<file path="config.mk">
export PLATFORM = sky130hd
export DESIGN_NAME = spritz_sponge_cipher
export DESIGN_NICKNAME = d
export VERILOG_FILES = /design/src/hdl/ssc_pkg.sv /design/src/hdl/spritz_sponge_cipher.sv
export SDC_FILE = /design/constraint.sdc
export NUM_CORES = 2
export LEC_CHECK = 0
export ABC_AREA = 1
export BUFFER_PORTS_ARGS = -buffer_cell sky130_fd_sc_hd__buf_2
export CORE_ASPECT_RATIO = 0.7
export CORE_MARGIN = 8
export CORE_UTILIZATION = 35
export DETAILED_ROUTE_END_ITERATION = 10
export GPL_ROUTABILITY_DRIVEN = 0
export HOLD_SLACK_MARGIN = 0.08
export PLACE_DENSITY_LB_ADDON = 0.25
export SYNTH_ARGS = -nofsm -noshare
export SYNTH_HDL_FRONTEND = slang
export SYNTH_SLANG_ARGS = --single-unit
</file>
<file path="constraint.sdc">
create_clock -name aclk -period 11.18 [get_ports aclk]
set_input_delay 1.118 -clock aclk [delete_from_list [all_inputs] [get_ports aclk]]
set_output_delay 1.118 -clock aclk [all_outputs]
set_load 0.01 [all_outputs]
</file>
<file path="src/hdl/ssc_pkg.sv">
// shared constants for the sponge cipher engine
`default_nettype none
package ssc_pkg;
    localparam logic [2:0] MODE_INIT  = 3'd0;
    localparam logic [2:0] MODE_ABS   = 3'd1;
    localparam logic [2:0] MODE_STOP  = 3'd2;
    localparam logic [2:0] MODE_SHUF  = 3'd3;
    localparam logic [2:0] MODE_DRIP  = 3'd4;
    localparam logic [2:0] MODE_ADD   = 3'd5;
    localparam logic [2:0] MODE_SUB   = 3'd6;
    localparam logic [2:0] MODE_XOR   = 3'd7;
    localparam logic [7:0] HALF       = 8'd128;
    localparam int         WHIP_ROUNDS = 512;
endpackage
`default_nettype wire

</file>
<file path="src/hdl/spritz_sponge_cipher.sv">
// sponge cipher engine over a 256-byte permutation held in one ram
`default_nettype none
// Sponge engine over a 256-entry byte permutation kept in a single-port RAM
// with registered read. One item is taken at a time; s_tready is low while it
// is worked on and while its result item waits on the master side. After
// reset, and after an init item, a clearing pass writes the identity
// permutation. The time a keystream byte (drip or crypt) takes is set by the
// chain of dependent reads and the swap through the one RAM port. A shuffle
// runs whip, crush, whip, crush, whip. Every item gives one result item on the
// master side, held in an output register until it is taken. The next item
// is accepted no earlier than the cycle after that.
module spritz_sponge_cipher
    import ssc_pkg::*;
(
    input  wire        aclk,
    input  wire        aresetn,
    input  wire        s_tvalid,
    output logic       s_tready,
    input  wire [15:0] s_tdata,   // mode[2:0], data_byte[10:3], zero fill
    output logic       m_tvalid,
    input  wire        m_tready,
    output logic [15:0] m_tdata   // out_byte[7:0], out_valid[8], zero fill
);
    // state codes
    localparam logic [4:0] S_IDLE = 5'd0,  S_CLR = 5'd1,  S_DISP = 5'd2,
        S_ABS0 = 5'd3, S_ABS1 = 5'd4, S_ABS2 = 5'd5, S_ABS3 = 5'd6,
        S_U0 = 5'd7, S_U1 = 5'd8, S_U2 = 5'd9, S_U3 = 5'd10, S_U4 = 5'd11,
        S_U5 = 5'd12, S_U6 = 5'd13, S_U7 = 5'd14,
        S_C0 = 5'd15, S_C1 = 5'd16, S_C2 = 5'd17, S_C3 = 5'd18,
        S_K0 = 5'd19, S_K1 = 5'd20, S_K2 = 5'd21, S_K3 = 5'd22,
        S_K4 = 5'd23, S_K5 = 5'd24, S_DONE = 5'd25, S_OUT = 5'd26;

    logic [7:0] perm_mem [0:255];
    logic [7:0] rd_q;
    logic       we;
    logic [7:0] addr, wdata;

    logic [4:0] state_reg, state_next;
    logic [2:0] mode_reg, mode_next;
    logic [7:0] data_reg, data_next;
    logic [7:0] i_reg, i_next, j_reg, j_next, k_reg, k_next, z_reg, z_next;
    logic [7:0] a_reg, a_next, w_reg, w_next;
    logic [7:0] t0_reg, t0_next, t1_reg, t1_next;
    logic [9:0] cnt_reg, cnt_next;
    logic [2:0] phase_reg, phase_next;   // shuffle phase 0..4, 5 when done
    logic       shuf_reg, shuf_next;     // update belongs to a shuffle
    logic       nib_reg, nib_next;       // second nibble of absorb
    logic [7:0] res_reg, res_next;
    logic       ov_reg, ov_next;
    logic       mv_reg, mv_next;

    // ram with registered read
    always_ff @(posedge aclk) begin
        if (we) perm_mem[addr] <= wdata;
        rd_q <= perm_mem[addr];
    end

    assign s_tready = (state_reg == S_IDLE) && !mv_reg;
    assign m_tvalid = mv_reg;
    assign m_tdata  = {7'd0, ov_reg, res_reg};

    // sequencer
    always_comb begin
        state_next = state_reg; mode_next = mode_reg; data_next = data_reg;
        i_next = i_reg; j_next = j_reg; k_next = k_reg; z_next = z_reg;
        a_next = a_reg; w_next = w_reg; t0_next = t0_reg; t1_next = t1_reg;
        cnt_next = cnt_reg; phase_next = phase_reg; shuf_next = shuf_reg;
        nib_next = nib_reg; res_next = res_reg; ov_next = ov_reg;
        mv_next = mv_reg; we = 1'b0; addr = 8'd0; wdata = 8'd0;
        if (mv_reg && m_tready) mv_next = 1'b0;
        case (state_reg)
            S_IDLE: begin
                if (s_tvalid && !mv_reg) begin
                    mode_next = s_tdata[2:0];
                    data_next = s_tdata[10:3];
                    nib_next = 1'b0;
                    state_next = S_DISP;
                end
            end
            S_CLR: begin
                // identity fill, one entry a cycle; only an init item answers
                we = 1'b1; addr = cnt_reg[7:0]; wdata = cnt_reg[7:0];
                cnt_next = cnt_reg + 10'd1;
                if (cnt_reg[7:0] == 8'hff)
                    state_next = (mode_reg == MODE_INIT) ? S_DONE : S_IDLE;
            end
            S_DISP: begin
                shuf_next = 1'b0;
                case (mode_reg)
                    MODE_INIT: begin
                        i_next = 8'd0; j_next = 8'd0; k_next = 8'd0;
                        z_next = 8'd0; a_next = 8'd0; w_next = 8'd1;
                        cnt_next = 10'd0; state_next = S_CLR;
                    end
                    MODE_ABS, MODE_STOP: begin
                        if (a_reg == HALF) begin
                            shuf_next = 1'b1; phase_next = 3'd0;
                            cnt_next = 10'd0; state_next = S_U0;
                        end else if (mode_reg == MODE_STOP) begin
                            a_next = a_reg + 8'd1; state_next = S_DONE;
                        end else begin
                            state_next = S_ABS0;
                        end
                    end
                    MODE_SHUF, MODE_DRIP: begin
                        if (a_reg != 8'd0) begin
                            shuf_next = 1'b1; phase_next = 3'd0;
                            cnt_next = 10'd0; state_next = S_U0;
                        end else if (mode_reg == MODE_SHUF) begin
                            state_next = S_DONE;
                        end else begin
                            state_next = S_U0;
                        end
                    end
                    default: state_next = S_U0;
                endcase
            end
            // swap perm[a] with perm[128 + nibble]
            S_ABS0: begin addr = a_reg; state_next = S_ABS1; end
            S_ABS1: begin
                t0_next = rd_q;
                addr = HALF | {4'd0, nib_reg ? data_reg[7:4] : data_reg[3:0]};
                state_next = S_ABS2;
            end
            S_ABS2: begin
                we = 1'b1; addr = a_reg; wdata = rd_q; state_next = S_ABS3;
            end
            S_ABS3: begin
                we = 1'b1; wdata = t0_reg;
                addr = HALF | {4'd0, nib_reg ? data_reg[7:4] : data_reg[3:0]};
                a_next = a_reg + 8'd1;
                if (nib_reg) state_next = S_DONE;
                else begin nib_next = 1'b1; state_next = S_DISP; end
            end
            // update: i += w; j = k + S[j + S[i]]; k += i + S[j]; swap
            S_U0: begin
                i_next = i_reg + w_reg; addr = i_reg + w_reg; state_next = S_U1;
            end
            S_U1: begin
                t0_next = rd_q; addr = j_reg + rd_q; state_next = S_U2;
            end
            S_U2: begin
                j_next = k_reg + rd_q; addr = k_reg + rd_q; state_next = S_U3;
            end
            S_U3: begin
                t1_next = rd_q; k_next = k_reg + i_reg + rd_q;
                we = 1'b1; addr = i_reg; wdata = rd_q; state_next = S_U4;
            end
            S_U4: begin
                we = 1'b1; addr = j_reg; wdata = t0_reg;
                state_next = shuf_reg ? S_U5 : S_K0;
            end
            S_U5: begin
                cnt_next = cnt_reg + 10'd1;
                state_next = S_U0;
                if (cnt_reg == 10'(WHIP_ROUNDS - 1)) begin
                    w_next = w_reg + 8'd2; cnt_next = 10'd0;
                    phase_next = phase_reg + 3'd1;
                    state_next = (phase_reg == 3'd4) ? S_U6 : S_C0;
                end
            end
            S_U6: begin
                // shuffle finished: clear count, resume the item
                a_next = 8'd0; shuf_next = 1'b0; state_next = S_U7;
            end
            S_U7: begin
                case (mode_reg)
                    MODE_SHUF: state_next = S_DONE;
                    MODE_DRIP: state_next = S_U0;
                    default:   state_next = S_DISP;
                endcase
            end
            // crush: conditional swap of v and 255-v
            S_C0: begin addr = cnt_reg[7:0]; state_next = S_C1; end
            S_C1: begin
                t0_next = rd_q; addr = ~cnt_reg[7:0]; state_next = S_C2;
            end
            S_C2: begin
                t1_next = rd_q;
                if (t0_reg > rd_q) begin
                    we = 1'b1; addr = cnt_reg[7:0]; wdata = rd_q;
                    state_next = S_C3;
                end else state_next = S_C3;
            end
            S_C3: begin
                if (t0_reg > t1_reg) begin
                    we = 1'b1; addr = ~cnt_reg[7:0]; wdata = t0_reg;
                end
                cnt_next = cnt_reg + 10'd1; state_next = S_C0;
                if (cnt_reg == 10'(HALF - 1)) begin
                    cnt_next = 10'd0; phase_next = phase_reg + 3'd1;
                    state_next = S_U0;
                end
            end
            // output: z = S[j + S[i + S[z + k]]]
            S_K0: begin addr = z_reg + k_reg; state_next = S_K1; end
            S_K1: begin addr = i_reg + rd_q; state_next = S_K2; end
            S_K2: begin addr = j_reg + rd_q; state_next = S_K3; end
            S_K3: begin t1_next = rd_q; state_next = S_K4; end
            S_K4: begin
                z_next = t1_reg;
                case (mode_reg)
                    MODE_ADD: res_next = data_reg + t1_reg;
                    MODE_SUB: res_next = data_reg - t1_reg;
                    MODE_XOR: res_next = data_reg ^ t1_reg;
                    default:  res_next = t1_reg;
                endcase
                ov_next = 1'b1; state_next = S_OUT;
            end
            S_DONE: begin
                res_next = 8'd0; ov_next = 1'b0; state_next = S_OUT;
            end
            S_OUT: begin
                if (!mv_reg) begin mv_next = 1'b1; state_next = S_IDLE; end
            end
            default: state_next = S_IDLE;
        endcase
    end

    // control registers
    always_ff @(posedge aclk) begin
        if (!aresetn) begin
            state_reg <= S_CLR; cnt_reg <= 10'd0; mv_reg <= 1'b0;
            i_reg <= 8'd0; j_reg <= 8'd0; k_reg <= 8'd0; z_reg <= 8'd0;
            a_reg <= 8'd0; w_reg <= 8'd1; phase_reg <= 3'd0;
            shuf_reg <= 1'b0; nib_reg <= 1'b0; mode_reg <= MODE_SHUF;
        end else begin
            state_reg <= state_next; cnt_reg <= cnt_next; mv_reg <= mv_next;
            i_reg <= i_next; j_reg <= j_next; k_reg <= k_next; z_reg <= z_next;
            a_reg <= a_next; w_reg <= w_next; phase_reg <= phase_next;
            shuf_reg <= shuf_next; nib_reg <= nib_next; mode_reg <= mode_next;
        end
    end

    // payload registers
    always_ff @(posedge aclk) begin
        data_reg <= data_next; t0_reg <= t0_next; t1_reg <= t1_next;
        res_reg <= res_next; ov_reg <= ov_next;
    end
endmodule
`default_nettype wire

</file>
==> summary.txt <==
RR Endpoint -> rd_q[1]
Psw -> 4.17 mW
Leak -> 41.6 nW
hold path depth -> 1
slowest stage cell, crit path -> buf_4
max-slew violation count -> 0
combinational share of power -> 8.2%
Fin. Hold Viols -> 0
mean post-synth cell area -> 9.89 um^2
Tightest Pin Transition -> 1360 ps
H-Tree Depth -> 4
TritonCTS clock tree -> built
Hold Crit Class -> input port to flop
io pins -> 38
post-CTS setup buffer count -> 0
Overflow after GRT -> 0
endpoints failing setup -> 0
CP dominant cell by count -> nand2_1
vias in the first global route -> 63,400
largest net degree at the start of global routing -> 192
Distinct cells, synth -> 57
clk sinks -> 2,161
commonest non-fill, non-tap cell in the layout -> nand2_1
clock network fraction of total power -> 39.9%
R2R depth -> 24
worst-path maximum fanout -> 116
Reg area -> 64,100 um^2
Worst Clk Skew -> 55.6 ps
total core area -> 271,000 um^2
Synth Register Bits -> 2,161
VDD IR-drop max -> 129 uV
CP required -> 11,940 ps
Max clock buf depth -> 4
layout cell share with drive strength beyond 1 -> 4.82%
row count -> 160
reg2reg setup slack -> 3550 ps
initial antenna violation count -> 17
placed insts -> 12,900
Chip Height -> 452 um
HP Start -> s_tdata[4]
Post-CTS Hold Buffers -> 0
Max Fclk -> 0.131 GHz
WP buf/inv -> 4
critical path class -> flop to flop
asr flop ratio synth -> 0%
GRT Util Overall -> 19.1%
vias per cell -> 5.12
Avg WL per Cell -> 21.6 um
DRT iter0 DRCs -> 7,611
insertion delay to the later sink of the worst-skew pair -> 870 ps
worst r2r src -> state_reg[4]
fin util -> 38.7%
CTS Buf Count -> 209
CTS resizes -> 0
status -> completed
Max-cap violations -> 0
final worst-path cycle share -> 68.3%
synthesis-to-layout area growth -> 10.3%
Nets -> 9,527
commonest cells after routing, fill and taps aside -> 5,326 x nand2_1, 2,081 x edfxtp_1, 463 x nor2_1
Pwr Total -> 17.1 mW
Post-synth EDFFs -> 2,081
synthesized area -> 95,200 um^2
die area -> 289,000 um^2
# DRC -> 0
post-route ant nets -> 0
TNS Setup -> 0 ps
Cells after Synth -> 9,628
RSZ-0062 raised after global routing -> no
Yosys warning count -> 0
crit path cell chain -> inv_2 > nor2_1 > nand2_1 > nand2_1 > mux2_2 > ha_1 > fa_1 > nand2_1 > nand3_1 > nor3_1 > nand3_4 > buf_12 > inv_8 > buf_4 > nand2_1 > nand2_1 > nand2_1 > nand2_1 > o21ai_1 > nand2_1 > nor2_1 > nor2_1 > nor2_1 > nand2_1
crit path time final -> 7630 ps
vias -> 67,700
switching share of power -> 24.4%
Worst EP arrival -> 8390 ps
CP top delay family -> simple AND/OR/NAND/NOR gates
post-route insts no fill -> 13,200
clock root buffer -> clkbuf_16
final hold slack -> 448 ps
starting density of the core -> 35.1%
I/O Buffers -> 25
Clock transition at path regs -> 70 ps
drt total wl -> 285,000 um
Die X -> 639 um
# fillers -> 26,600
Initial DRT Pass Iterations -> 8
Pwr Density -> 163 nW/um^2
Slew Limit Headroom -> 8.50%
area of the multi-input gates -> 28,200 um^2
top_reg_cell synth -> edfxtp_1
Crit. End Element -> flop
Hold Path Sink -> data_reg[1]
Startpoint Class -> flop
crit-path max cell delay -> 790 ps
Int Pwr -> 12.9 mW
global-route wire length before repair -> 423,000 um
register area share after synthesis -> 67.3%
max reg flops -> 2,048
DP HPWL -> 159,000 um
Seq pwr share -> 51.9%
==> power by group through the flow <==
stage                     sequential [mW]  combinational [mW]  clock (mW)
after floorplan                      9.06               0.905           0
after global placement               9.05                1.39           0
after detailed placement             9.05                1.39           0
after CTS                            8.87                1.39        6.92
after global routing                 8.87                1.56        7.25
final                                8.87                1.40        6.82
==> cells in the mapped netlist, types with 5 or more instances <==
| cell | n | area (um^2) |
|---|---|---|
| a211oi_1 | 8 | 60.1 |
| a21oi_1 | 96 | 480 |
| a31oi_1 | 5 | 31.3 |
| buf_1 | 75 | 282 |
| buf_2 | 257 | 1290 |
| buf_4 | 12 | 90.1 |
| buf_6 | 5 | 56.3 |
| clkbuf_1 | 188 | 706 |
| dfxtp_1 | 80 | 1600 |
| edfxtp_1 | 2081 | 62500 |
| fa_1 | 13 | 260 |
| ha_1 | 64 | 801 |
| inv_1 | 163 | 612 |
| inv_2 | 5 | 18.8 |
| nand2_1 | 5344 | 20100 |
| nand2_2 | 6 | 37.5 |
| nand3_1 | 82 | 410 |
| nand4_1 | 361 | 2260 |
| nor2_1 | 469 | 1760 |
| nor3_1 | 26 | 130 |
| nor4_1 | 5 | 31.3 |
| o2111ai_1 | 5 | 43.8 |
| o211ai_1 | 13 | 97.6 |
| o21ai_0 | 93 | 465 |
| o21ai_1 | 77 | 385 |
| o21bai_1 | 6 | 45.0 |
| or2_2 | 10 | 62.6 |
| xor2_1 | 17 | 149 |
==> through the flow <==
stage	cell area (um^2)	setup WS, ps
floorplan	95200	1840
global placement	98700	3780
detailed placement	98700	3690
CTS	105000	3670
global route	105000	3130
finish	105000	3550
==> worst max path at each step <==
| stage | startpoint | end | slack [ps] | cells past startpoint |
|---|---|---|---|---|
| 2_1_floorplan | state_reg[0] | perm_mem[0][0] | 1840 | 5 |
| 3_3_place_gp | state_reg[4] | rd_q[1] | 3780 | 24 |
| 3_5_place_dp | state_reg[4] | rd_q[1] | 3690 | 24 |
| 4_1_cts | state_reg[0] | rd_q[1] | 3670 | 24 |
| 5_1_grt | state_reg[4] | rd_q[6] | 3130 | 24 |
| 6_report | state_reg[4] | rd_q[1] | 3550 | 24 |
==> per-layer routing <==
layer	wire length, um	vias to the layer above	GRT usage, %
li1	-	31500	-
met1	135000	33200	29.7
met2	118000	2663	27.3
met3	27000	358	4.18
met4	5300	2	3.73
met5	14	-	0
==> area by class of cell <==
class / instances / area share (%)
Tap cell: 3645 / 4.34
Inverter: 172 / 0.642
Timing Repair Buffer: 123 / 1.06
Multi-Input combinational cell: 6763 / 26.9
Clock buffer: 264 / 5.26
Antenna cell: 3 / 0.00715
Clock inverter: 101 / 0.756
Sequential cell: 2161 / 61.1
==> logic make-up (layout without fill, tap and decap cells) <==
logic type	after synthesis	count (layout)	synth area share [%]
compound gates	328	328	1.91
xor+xnor	20	20	0.184
fa+ha+maj	77	77	1.11
buf+inv	710	660	3.23
flops	2161	2161	67.3
mux	2	2	0.0237
other cells	1	10	0.00394
simple gates	6329	6329	26.2
Note: power is estimated with default switching activity, not from simulation.
